--- src/rtl/core/ssu_pkg.sv ---
// Shared types and constants of the stack shuffle unit.
// Shuffle operation codes, status codes, cell control word, need/grow tables.
// No dependencies.
package ssu_pkg;

   typedef enum logic [4:0] {
      OP_PUSH     = 5'd0,
      OP_DROP     = 5'd1,
      OP_2DROP    = 5'd2,
      OP_3DROP    = 5'd3,
      OP_DUP      = 5'd4,
      OP_2DUP     = 5'd5,
      OP_3DUP     = 5'd6,
      OP_ROT      = 5'd7,
      OP_NROT     = 5'd8,
      OP_DUPD     = 5'd9,
      OP_SWAPD    = 5'd10,
      OP_NIP      = 5'd11,
      OP_2NIP     = 5'd12,
      OP_TUCK     = 5'd13,
      OP_OVER     = 5'd14,
      OP_PICK     = 5'd15,
      OP_SWAP     = 5'd16,
      OP_TO_RET   = 5'd17,
      OP_FROM_RET = 5'd18,
      OP_RESET    = 5'd19
   } mode_type;

   typedef enum logic [1:0] {
      ST_OK    = 2'd0,
      ST_UNDER = 2'd1,
      ST_OVER  = 2'd2
   } status_type;

   // Cell source select: codes 0..6 take the neighbor at offset (code - 3),
   // i.e. new[i] = old[i + code - 3]; SRC_EXT takes the external value.
   localparam logic [2:0] SRC_DN1  = 3'd2;
   localparam logic [2:0] SRC_KEEP = 3'd3;
   localparam logic [2:0] SRC_UP1  = 3'd4;
   localparam logic [2:0] SRC_EXT  = 3'd7;

   typedef struct packed {
      logic       load;
      logic [2:0] src;
   } shift_type;

   // cells an operation needs on the data stack
   function automatic logic [1:0] mode_need(input mode_type op);
      logic [1:0] n;
      case (op)
         OP_DROP, OP_DUP, OP_TO_RET:                     n = 2'd1;
         OP_2DROP, OP_2DUP, OP_DUPD, OP_NIP, OP_TUCK,
         OP_OVER, OP_SWAP:                               n = 2'd2;
         OP_3DROP, OP_3DUP, OP_ROT, OP_NROT, OP_SWAPD,
         OP_2NIP, OP_PICK:                               n = 2'd3;
         default:                                        n = 2'd0;
      endcase
      return n;
   endfunction

   // net change of the data depth
   function automatic logic signed [2:0] mode_grow(input mode_type op);
      logic signed [2:0] g;
      case (op)
         OP_PUSH, OP_DUP, OP_DUPD, OP_TUCK, OP_OVER,
         OP_PICK, OP_FROM_RET:                           g = 3'sd1;
         OP_2DUP:                                        g = 3'sd2;
         OP_3DUP:                                        g = 3'sd3;
         OP_DROP, OP_NIP, OP_TO_RET:                     g = -3'sd1;
         OP_2DROP, OP_2NIP:                              g = -3'sd2;
         OP_3DROP:                                       g = -3'sd3;
         default:                                        g = 3'sd0;
      endcase
      return g;
   endfunction

endpackage

--- src/rtl/core/ssu_cell.sv ---
// One stack cell of the shift chain.
// Uses ssu_pkg (shift_type, source codes).
module ssu_cell #(
   parameter int W = 64
) (
   input  logic                  clock,
   input  ssu_pkg::shift_type    ctl,
   input  logic [6:0][W-1:0]     nbr,   // nbr[j] = old cell at offset j-3
   input  logic [W-1:0]          ext,
   output logic [W-1:0]          dout
);

   logic [W-1:0] cell_ff;
   logic [W-1:0] cell_in;

   always_comb begin
      if (ctl.src == ssu_pkg::SRC_EXT) begin
         cell_in = ext;
      end else begin
         cell_in = nbr[ctl.src];
      end
   end

   always_ff @(posedge clock) begin
      if (ctl.load) begin
         cell_ff <= cell_in;
      end
   end

   assign dout = cell_ff;

endmodule

--- config.mk ---
export PLATFORM = sky130hd
export DESIGN_NAME = ssu_cell
export DESIGN_NICKNAME = d
export VERILOG_FILES = /design/src/rtl/core/ssu_pkg.sv /design/src/rtl/core/ssu_cell.sv
export SDC_FILE = /design/constraint.sdc
export NUM_CORES = 1
export LEC_CHECK = 0
export ABC_CLOCK_PERIOD_IN_PS = 1600
export BUFFER_PORTS_ARGS = -buffer_cell sky130_fd_sc_hd__buf_2
export CORE_AREA = 2 2 223 225
export DETAILED_ROUTE_END_ITERATION = 7
export DIE_AREA = 0 0 225 227
export PLACE_DENSITY_LB_ADDON = 0.15
export SYNTH_ARGS = -nofsm -noshare
export SYNTH_HDL_FRONTEND = slang
export SYNTH_SLANG_ARGS = --single-unit
export TNS_END_PERCENT = 1
--- constraint.sdc ---
create_clock -name clock -period 1.6 [get_ports clock]
set_input_delay 0.08 -clock clock [delete_from_list [all_inputs] [get_ports clock]]
set_output_delay 0.08 -clock clock [all_outputs]
set_load 0.05 [all_outputs]
# After elaboration in Yosys (flattened, before gate mapping)
# Cells that the tools add are included.
# word_totals
register_bits	64
output_inout_bits	64
word_cells	6
in_bits	517
# op_classes
n_eq_ne	1
n_lt_le_gt_ge	1
n_mux	3
# ops
op	count
$bmux 64 s3	1
$mux 64	2
$lt 3x4->1 const B	1
$eq 3x3->1 const B	1

# Longest topological paths before layout
# Gate-level depths: netlist of run 1.
# depth
depth_word	3
ltp_mapped	7
depth_no_buf	3

# Least setup slack after synthesis of run 1
# No wires, ideal clock.
# synth_path
kind	in2reg
from	input port ctl[0] (netlist name)
to	register cell_ff[1], in the netlist dout[1] (data pin)
path_buffers	3
setup_ns	0.260
t_required_ns	1.340
arrival_ns	1.269
path_slack_ns	0.071
stages	5
cell_sequence	clkbuf_2 -> buf_6 -> buf_6 -> mux4_2 -> mux2_2
# synth_between
elab_chain_cells	3
elab_cells_between_ends	4
classes_between	eq/ne: 1; mux: 3
# synth_lines
element	line_no	text
start: declaration	ssu_cell.sv:7	input ssu_pkg::shift_type ctl,
$bmux 64 s3	ssu_cell.sv:20	cell_in = nbr[ctl.src];
$mux 64 (implied by the code)	ssu_cell.sv:20	
$mux 64 (*)	ssu_cell.sv:17	if (ctl.src == ssu_pkg::SRC_EXT) begin
named net cell_in[1]	ssu_cell.sv:14	logic [W-1:0] cell_in;
end signal: assignment	ssu_cell.sv:26	cell_ff <= cell_in;
end: declaration	ssu_cell.sv:13	logic [W-1:0] cell_ff;
# Mark *: on every way through the listed nets, which the timed path passes. The rest lies on a longest branch. The select of a mux whose other input is x is not followed.
# A chain may end at the register's enable or synchronous reset.

# Final worst setup path of run 1
# layout_path
from	input port ctl[0] (netlist name)
to	register cell_ff[49], in the netlist dout[49] (data pin)
# Same word-level chain as after synthesis.

==> results of run 1 <==
-- worst min path at each step --
stage	endpoint	slack, ns	cells past startpoint
2_1_floorplan	dout[0]$_DFFE_PP_	0.19	0
3_3_place_gp	dout[32]$_DFFE_PP_	0.39	2
3_5_place_dp	dout[32]$_DFFE_PP_	0.40	2
4_1_cts	dout[41]$_DFFE_PP_	0.15	4
5_1_grt	dout[27]$_DFFE_PP_	0.20	3
6_report	dout[41]$_DFFE_PP_	0.19	4
-- cells in the mapped netlist --
library cell,instances
nand3b_1,5
buf_6,10
nor2b_1,1
nor2_1,1
clkbuf_1,13
mux2_2,59
o211ai_1,5
a22oi_1,5
buf_2,12
a22o_1,5
buf_4,1
mux4_2,118
clkbuf_2,1
mux2i_1,15
and3_1,1
edfxtp_1,64
buf_1,1
-- routing by layer --
layer,part of all wire,global-route usage,wire length [µm],vias to the layer above
met3,0.081,0.03188,2408,38
met1,0.36,0.1151,10760,2895
li1,-,-,-,2665
met5,0,0,0,-
met4,0.021,0.04337,623,0
met2,0.54,0.2117,15890,338
-- stage by stage --
step | TNS [ns] | utilization
after floorplan | 0 | -
after global placement | -0.8935 | 0.2020
after detailed placement | -1.396 | 0.2020
after CTS | 0 | 0.2089
after global routing | 0 | 0.2090
final | 0 | 0.2090
-- tightest hold or removal path: cells and delay by family --
kind / cells / cell delay, ns
compound gates: 2 / 0.23
buf+inv: 1 / 0.07
simple gates: 1 / 0.07
-- cell type report --
| type | instances | area (µm²) | area share |
|---|---|---|---|
| multi-input cells | 215 | 3645 | 0.3593 |
| repair buffers | 633 | 3510 | 0.3460 |
| flip-flops and latches | 64 | 1922 | 0.1894 |
| well taps | 622 | 778.2 | 0.07671 |
| clock buffers | 9 | 225.2 | 0.02220 |
| clock inverters | 7 | 62.56 | 0.006167 |
| diodes | 1 | 2.502 | 0.0002467 |
-- where the power goes --
group / total [mW] / switching [mW] / internal, mW
logic: 2.80 / 1.44 / 1.36
clock network: 2.12 / 0.927 / 1.19
registers: 2.15 / 0.0508 / 2.10
total: 7.06 / 2.42 / 4.64
-- kinds of logic after synthesis --
logic type,after synthesis
buffers and inverters,38
DFF,64
AOI/OAI and AO/OA,15
and+or+nand+nor,8
muxes,192
==> flow_summary.ini, run 1 <==
[floorplan]
start_util = 0.1196
fp.dieH_um = 227
fp.dieW_um = 225
num_rows = 81
core_um2 = 48550
num_io_pins = 581
die-area_um2 = 51080

[synth]
syn_nets = 834
synth.distinct_cells = 17
synthCells = 317
synth.avg_cell_area_um2 = 18.31
synth-xor-area-share = 0
netlist_area_um2 = 5804
synth.area.mux_share = 0.5982
synth_top_family_by_area = multiplexers
synth_simple_gate_area_frac = 0.009269
ys_warn_count = 0
synth_seq_area_share = 0.3311
synth_top_area_share = 0.4579
synth_compound_area_frac = 0.02048
ys_ff_latch = 64
synth_area_leaders = mux4_2, edfxtp_1, mux2_2, mux2i_1, buf_6
yosysTopAreaCell = mux4_2
synthAdderAreaFrac = 0

[route]
finalWirelength_um = 29680
drt_pass1_iterations = 4
vias = 5936
viasPerCell = 3.827
drcViolationCount = 0
first_iter_violations = 167
wl_per_cell_um = 19.14
postRouteAntennaNets = 0

[pwr]
total_power_mw = 7.062
power.density_nw_per_um2 = 696.2
vdd_ir_drop_max_mv = 0.4943
p_leak_nw = 4.495

[critical_path]
cp-startpoint = ctl[0]
crit_path_end = dout[49]$_DFFE_PP_
end_kind = flop
critical_path.top_delay_family = multiplexers
cp.arrival_ns = 1.39
path_class = in2reg
critical_path_depth = 5
crit_path_frequent_cell = buf_12
critPathRequiredTime_ns = 1.74
cpMaxStageDelayCell = mux4_2
start_kind = input pin
cp_slowest_stage_delay_ns = 0.52
crit_chain = buf_8 > buf_12 > buf_12 > mux4_2 > mux2_2
crit_buf_inv = 3
cp_max_fo = 17

[cells_and_area]
layout.nets = 1440
fin_area_um2 = 10140
layout_common_cells = buf_2, mux4_2, edfxtp_1
syn_to_final_growth_pct = 74.78
final-instance-count-excl-fill = 1551
drive_gt1_frac = 0.8825
fillers = 5274
largest_register_ffs = 64
final_common_cell = buf_2

[place]
gp_congestion = 0.7733
hpwl_um = 25010
dpl_cell_area_um2 = 9804
place_ws_ns = -0.06914
dp.cells = 1529
port_buffers = 580

[min_path]
hold_start = nbr[361]
min-delay-path-class = in2reg

[sta]
rsz0062_at_grt = no
worst_pin_slew_ns = 0.4455
slew_violations = 0
worst_slew_margin_rel = 0.7030
setup_viol = 0
clock.fmax_mhz = 799.3
period_minus_slack_ns = 1.251
finalWorstSetupSlack_ns = 0.3489
fin_crit_sh = 0.7820
hold_slack_ns = 0.1903
hold_violations = 0

[global_route]
grt_pass1_wl_um = 40620
grt_max_degree = 65
grt_use_total = 0.1114
grt-ovfl-total = 0
grt_pass1_vias = 6601
antenna_found_initial = 2

[clock_tree]
cts_buffer_depth = 2
cts_tree = done
htree_num_levels = 3
postCtsHoldBufs = 5
clkTransAtPathRegs_ns = 0.07
cts_resized = 0
postCtsSetupBuffers = 0
cts_num_sinks = 64
cts_buffers = 9
root_buffer = clkbuf_16

[flow_run]
maxCapViolCount = 0

[run_status]
status = complete, no violations
Note: power is estimated with default switching activity, not from simulation.
==> inputs of run 2 (changes only) <==
ABC_CLOCK_PERIOD_IN_PS = 1200   (was 1600)
clock period = 1.2 ns   (was 1.6 ns; I/O delays follow)
==> flow_summary.ini, run 2 (synthesis results as in run 1) <==
[critical_path]
crit_chain = buf_16 > buf_12 > buf_12 > mux4_2 > mux2_4
end_kind = flop
start_kind = input pin
critPathRequiredTime_ns = 1.32
cp.arrival_ns = 1.35
path_class = in2reg
cp-startpoint = ctl[0]
crit_path_frequent_cell = buf_12
cp_max_fo = 12
cpMaxStageDelayCell = mux4_2
cp_slowest_stage_delay_ns = 0.55

[global_route]
grt_pass1_wl_um = 43550
use_met1 = 0.1323
gr-usage-met3 = 0.04814
grt_use_total = 0.1210
grt_max_degree = 35
busiest_layer = met2
grt-ovfl-total = 0
grt_pass1_vias = 6736
antenna_found_initial = 13
use_met2 = 0.2165

[floorplan]
core_um2 = 48550
num_rows = 81
start_util = 0.1196
num_io_pins = 581
die-area_um2 = 51080
fp.dieH_um = 227
fp.dieW_um = 225

[flow_run]
maxCapViolCount = 0

[sta]
worst_slew_margin_rel = 0.7783
hold_violations = 0
clock.fmax_mhz = 814.3
hold_slack_ns = 0.1524
rsz0062_at_grt = yes
setup_viol = 6
fin_crit_sh = 1.023
finalWorstSetupSlack_ns = -0.02799
slew_violations = 0
period_minus_slack_ns = 1.228
finalSetupTns_ns = -0.07826
worst_pin_slew_ns = 0.3349

[place]
dpl_cell_area_um2 = 9867
gp_congestion = 0.8098
port_buffers = 580
hpwl_um = 26890
place_ws_ns = -0.5032
dp.cells = 1534

[route]
vias = 6085
postRouteAntennaNets = 0
first_iter_violations = 196
viasPerCell = 3.893
finalWirelength_um = 31910
wl_per_cell_um = 20.41
drt_pass1_iterations = 4
drcViolationCount = 0

[pwr]
power.density_nw_per_um2 = 895.8
seq_power_share = 0.312
p_sw_mw = 3.175
p_sw_frac = 0.3456
p_leak_nw = 4.561
combPwrFrac = 0.417
vdd_ir_drop_max_mv = 0.6724
clockPowerShare = 0.271
total_power_mw = 9.187
intPower_mw = 6.012

[cells_and_area]
layout.nets = 1449
fin_area_um2 = 10260
final-instance-count-excl-fill = 1563
syn_to_final_growth_pct = 76.70
layout_common_cells = buf_2, mux4_2, edfxtp_1
final_common_cell = buf_2
fin_util = 0.2113
drive_gt1_frac = 0.8813
largest_register_ffs = 64

[min_path]
min-delay-path-class = in2reg
hold_start = ctl[2]

[clock_tree]
clkTransAtPathRegs_ns = 0.06
root_buffer = clkbuf_16
cts_num_sinks = 64
htree_num_levels = 3
cts_tree = done
cts_buffer_depth = 2
cts_buffers = 9

[run_status]
violations = setup timing
status = finished with violations
[run 2: cell types whose count changed in the layout (fill, tap and decap cells not counted), moves of 2 or more]
cell	before	now
buf_16	0	2
buf_4	36	41
buf_6	1	3
clkbuf_1	0	2
clkinv_2	2	0
clkinvlp_4	2	0
diode_2	1	6
mux2_2	59	54
mux2_4	0	5
[run 2: metal layers]
metal | vias up | part of all wire | wire (µm)
met5 | - | 0.0021 | 67
li1 | 2690 | - | -
met3 | 30 | 0.095 | 3030
met2 | 351 | 0.52 | 16670
met4 | 10 | 0.014 | 437
met1 | 3004 | 0.37 | 11700
[run 2: worst max-delay path, delay by kind of cell]
kind | cells | cell delay, ns
mux | 2 | 0.83
buf+inv | 3 | 0.43
[run 2: final cells by class]
| class | count | area [µm²] |
|---|---|---|
| Clock inverter | 3 | 11.26 |
| Sequential cell | 64 | 1922 |
| Multi-Input combinational cell | 215 | 3667 |
| Tap cell | 622 | 778.2 |
| Antenna cell | 6 | 15.01 |
| Fill cell | 5295 | 38290 |
| Clock buffer | 11 | 232.7 |
| Timing Repair Buffer | 642 | 3630 |
[run 2: path summary, 6_finish.rpt]
kind,endpoint,cells after the start
worst min-delay path,dout[3]$_DFFE_PP_,2
worst max-delay path,dout[63]$_DFFE_PP_,5
[run 2: power by group through the flow]
stage / clock, mW / sequential [mW] / combinational (mW)
after global routing: 2.74 / 2.89 / 4.08
after global placement: 0 / 2.92 / 3.86
after floorplan: 0 / 3.84 / 1.31
after detailed placement: 0 / 2.92 / 3.84
final: 2.49 / 2.87 / 3.83
after CTS: 2.72 / 2.87 / 3.88
[run 2: repair_timing]
action,CTS,global route
setup endpoints to repair,36,24
hold buffers,5,0
gates resized for setup,4,7
endpoints found under the hold margin,5,0
buffers inserted,4,0
==> inputs of run 3 (changes only) <==
ABC_AREA = 1   (was not set)
ABC_CLOCK_PERIOD_IN_PS = 1300   (was 1200)
CORE_AREA = 2 2 227 229   (was 2 2 223 225)
DIE_AREA = 0 0 229 231   (was 0 0 225 227)
clock period = 1.3 ns   (was 1.2 ns; I/O delays follow)
==> flow_summary.ini, run 3 <==
[run_status]
status = complete, no violations

[place]
port_buffers = 580
gp_congestion = 0.8979
place_ws_ns = -0.1253
hpwl_um = 36570
dp.cells = 2731

[floorplan]
num_io_pins = 581
start_util = 0.1509
fp.dieW_um = 229
num_rows = 83
core_um2 = 50680
fp.dieH_um = 231
die-area_um2 = 52900

[pwr]
power.density_nw_per_um2 = 732.9
p_leak_nw = 7.780
vdd_ir_drop_max_mv = 0.6031

[route]
drt_pass1_iterations = 4
viasPerCell = 3.992
first_iter_violations = 441
vias = 11205
finalWirelength_um = 44750
postRouteAntennaNets = 0
drcViolationCount = 0
wl_per_cell_um = 15.94

[critical_path]
cp.arrival_ns = 1.07
end_kind = output pin
crit_path_end = dout[37]
crit_chain = buf_2
start_kind = flop
path_class = reg2out
critical_path.top_delay_family = flip-flops
cp-startpoint = dout[37]$_DFFE_PP_
crit_buf_inv = 1
cp_max_fo = 1
cpMaxStageDelayCell = edfxtp_1
cp_slowest_stage_delay_ns = 0.42
critPathRequiredTime_ns = 1.24
critical_path_depth = 1

[sta]
period_minus_slack_ns = 1.139
slew_violations = 0
setup_viol = 0
worst_pin_slew_ns = 0.7509
finalSetupTns_ns = 0
clock.fmax_mhz = 878.1
worst_slew_margin_rel = 0.4994
finalWorstSetupSlack_ns = 0.1612
hold_violations = 0
fin_crit_sh = 0.8760
rsz0062_at_grt = no

[clock_tree]
cts_num_sinks = 64
postCtsSetupBuffers = 0
cts_tree = done
cts_buffer_depth = 2
htree_num_levels = 3
cts_buffers = 9
root_buffer = clkbuf_16
clkTransAtPathRegs_ns = 0.06

[synth]
synthTopCellsByCount = nand2_1, inv_1, nand3_1
synth.distinct_cells = 11
synth_most_common_cell = nand2_1
synth_top_area_share = 0.4398
synth.avg_cell_area_um2 = 5.088
ys_ff_latch = 64
ys_warn_count = 0
ys_dominant_reg_cell = edfxtp_1
synth_seq_area_share = 0.2513
async_reset_ff_frac = 0
synth-edff-count = 64
netlist_area_um2 = 7647
syn_nets = 2020
synthCells = 1503
yosysTopAreaCell = nand2_1
synth_area_leaders = nand2_1, edfxtp_1, inv_1, nand3_1, buf_2

[min_path]
min-delay-path-class = in2reg

[global_route]
antenna_found_initial = 15
grt_use_total = 0.1667
grt_max_degree = 57
grt_pass1_wl_um = 66990
grt_pass1_vias = 11675
grt-ovfl-total = 0

[cells_and_area]
layout.nets = 2635
fillers = 6071
fin_util = 0.2483
largest_register_ffs = 64
final-instance-count-excl-fill = 2807
final_common_cell = nand2_1
layout_common_cells = nand2_1, buf_2, inv_1
syn_to_final_growth_pct = 64.54
drive_gt1_frac = 0.3085

[flow_run]
maxCapViolCount = 0
[run 3: cell count changes after synthesis, sizes merged, moves of 5 or more]
cell and delta:
nand2 +896, mux4 -118, nand3 +192, a22o -5, nand3b -5, clkbuf +19, inv +259, a22oi -5
buf +33, mux2i -15, o211ai -5, mux2 -59
[run 3: cell type report]
type / count / area [µm²] / area share
Antenna cell: 4 / 10.01 / 0.0007955
Sequential cell: 64 / 1922 / 0.1527
Multi-Input combinational cell: 1090 / 4352 / 0.3458
Timing Repair Buffer: 694 / 4188 / 0.3328
Clock inverter: 5 / 47.55 / 0.003778
Inverter: 259 / 980.9 / 0.07796
Clock buffer: 11 / 232.7 / 0.01849
Tap cell: 680 / 850.8 / 0.06761
[run 3: cell families (layout without fill, tap and decap cells)]
logic type	count (synthesis)	after routing	synth area share
other cells	0	4	0
simple gates	1090	1090	0.5684
flops	64	64	0.2513
buf+inv	349	969	0.1803
[run 3: routing by layer]
| metal | vias up | GRT usage | wire [µm] |
|---|---|---|---|
| met4 | 20 | 0.06291 | 1280 |
| met5 | - | 0 | 131 |
| met2 | 438 | 0.2851 | 21180 |
| met1 | 5015 | 0.1959 | 18500 |
| li1 | 5665 | - | - |
| met3 | 67 | 0.04990 | 3653 |
[run 3: worst min-delay path by stage]
| stage | from | endpoint | cells past startpoint |
|---|---|---|---|
| after floorplan | ctl[3] | dout[0]$_DFFE_PP_ | 0 |
| after global placement | ext[28] | dout[28]$_DFFE_PP_ | 3 |
| after detailed placement | ext[12] | dout[12]$_DFFE_PP_ | 3 |
| after CTS | ext[15] | dout[15]$_DFFE_PP_ | 3 |
| after global routing | ext[15] | dout[15]$_DFFE_PP_ | 3 |
| final | ext[15] | dout[15]$_DFFE_PP_ | 3 |
[run 3: what timing repair did]
item	in CTS	in global routing
resized for setup	0	0
hold buffers	56	0
endpoints found under the hold margin	56	0
[run 3: stage by stage]
step | hold slack, ns | instance area, µm² | total power, mW
finish | 0.03022 | 12580 | 9.223
global route | 0.01580 | 12580 | 9.863
CTS | 0.0009011 | 12570 | 9.461
detailed placement | 0.3545 | 11730 | 6.690
global placement | 0.3549 | 11730 | 6.698
floorplan | 0.1775 | 7647 | 4.827
[run 3: power breakdown]
part	internal [mW]	switching, mW
logic	1.52	2.56
clock network	1.47	1.04
registers	2.56	0.0704
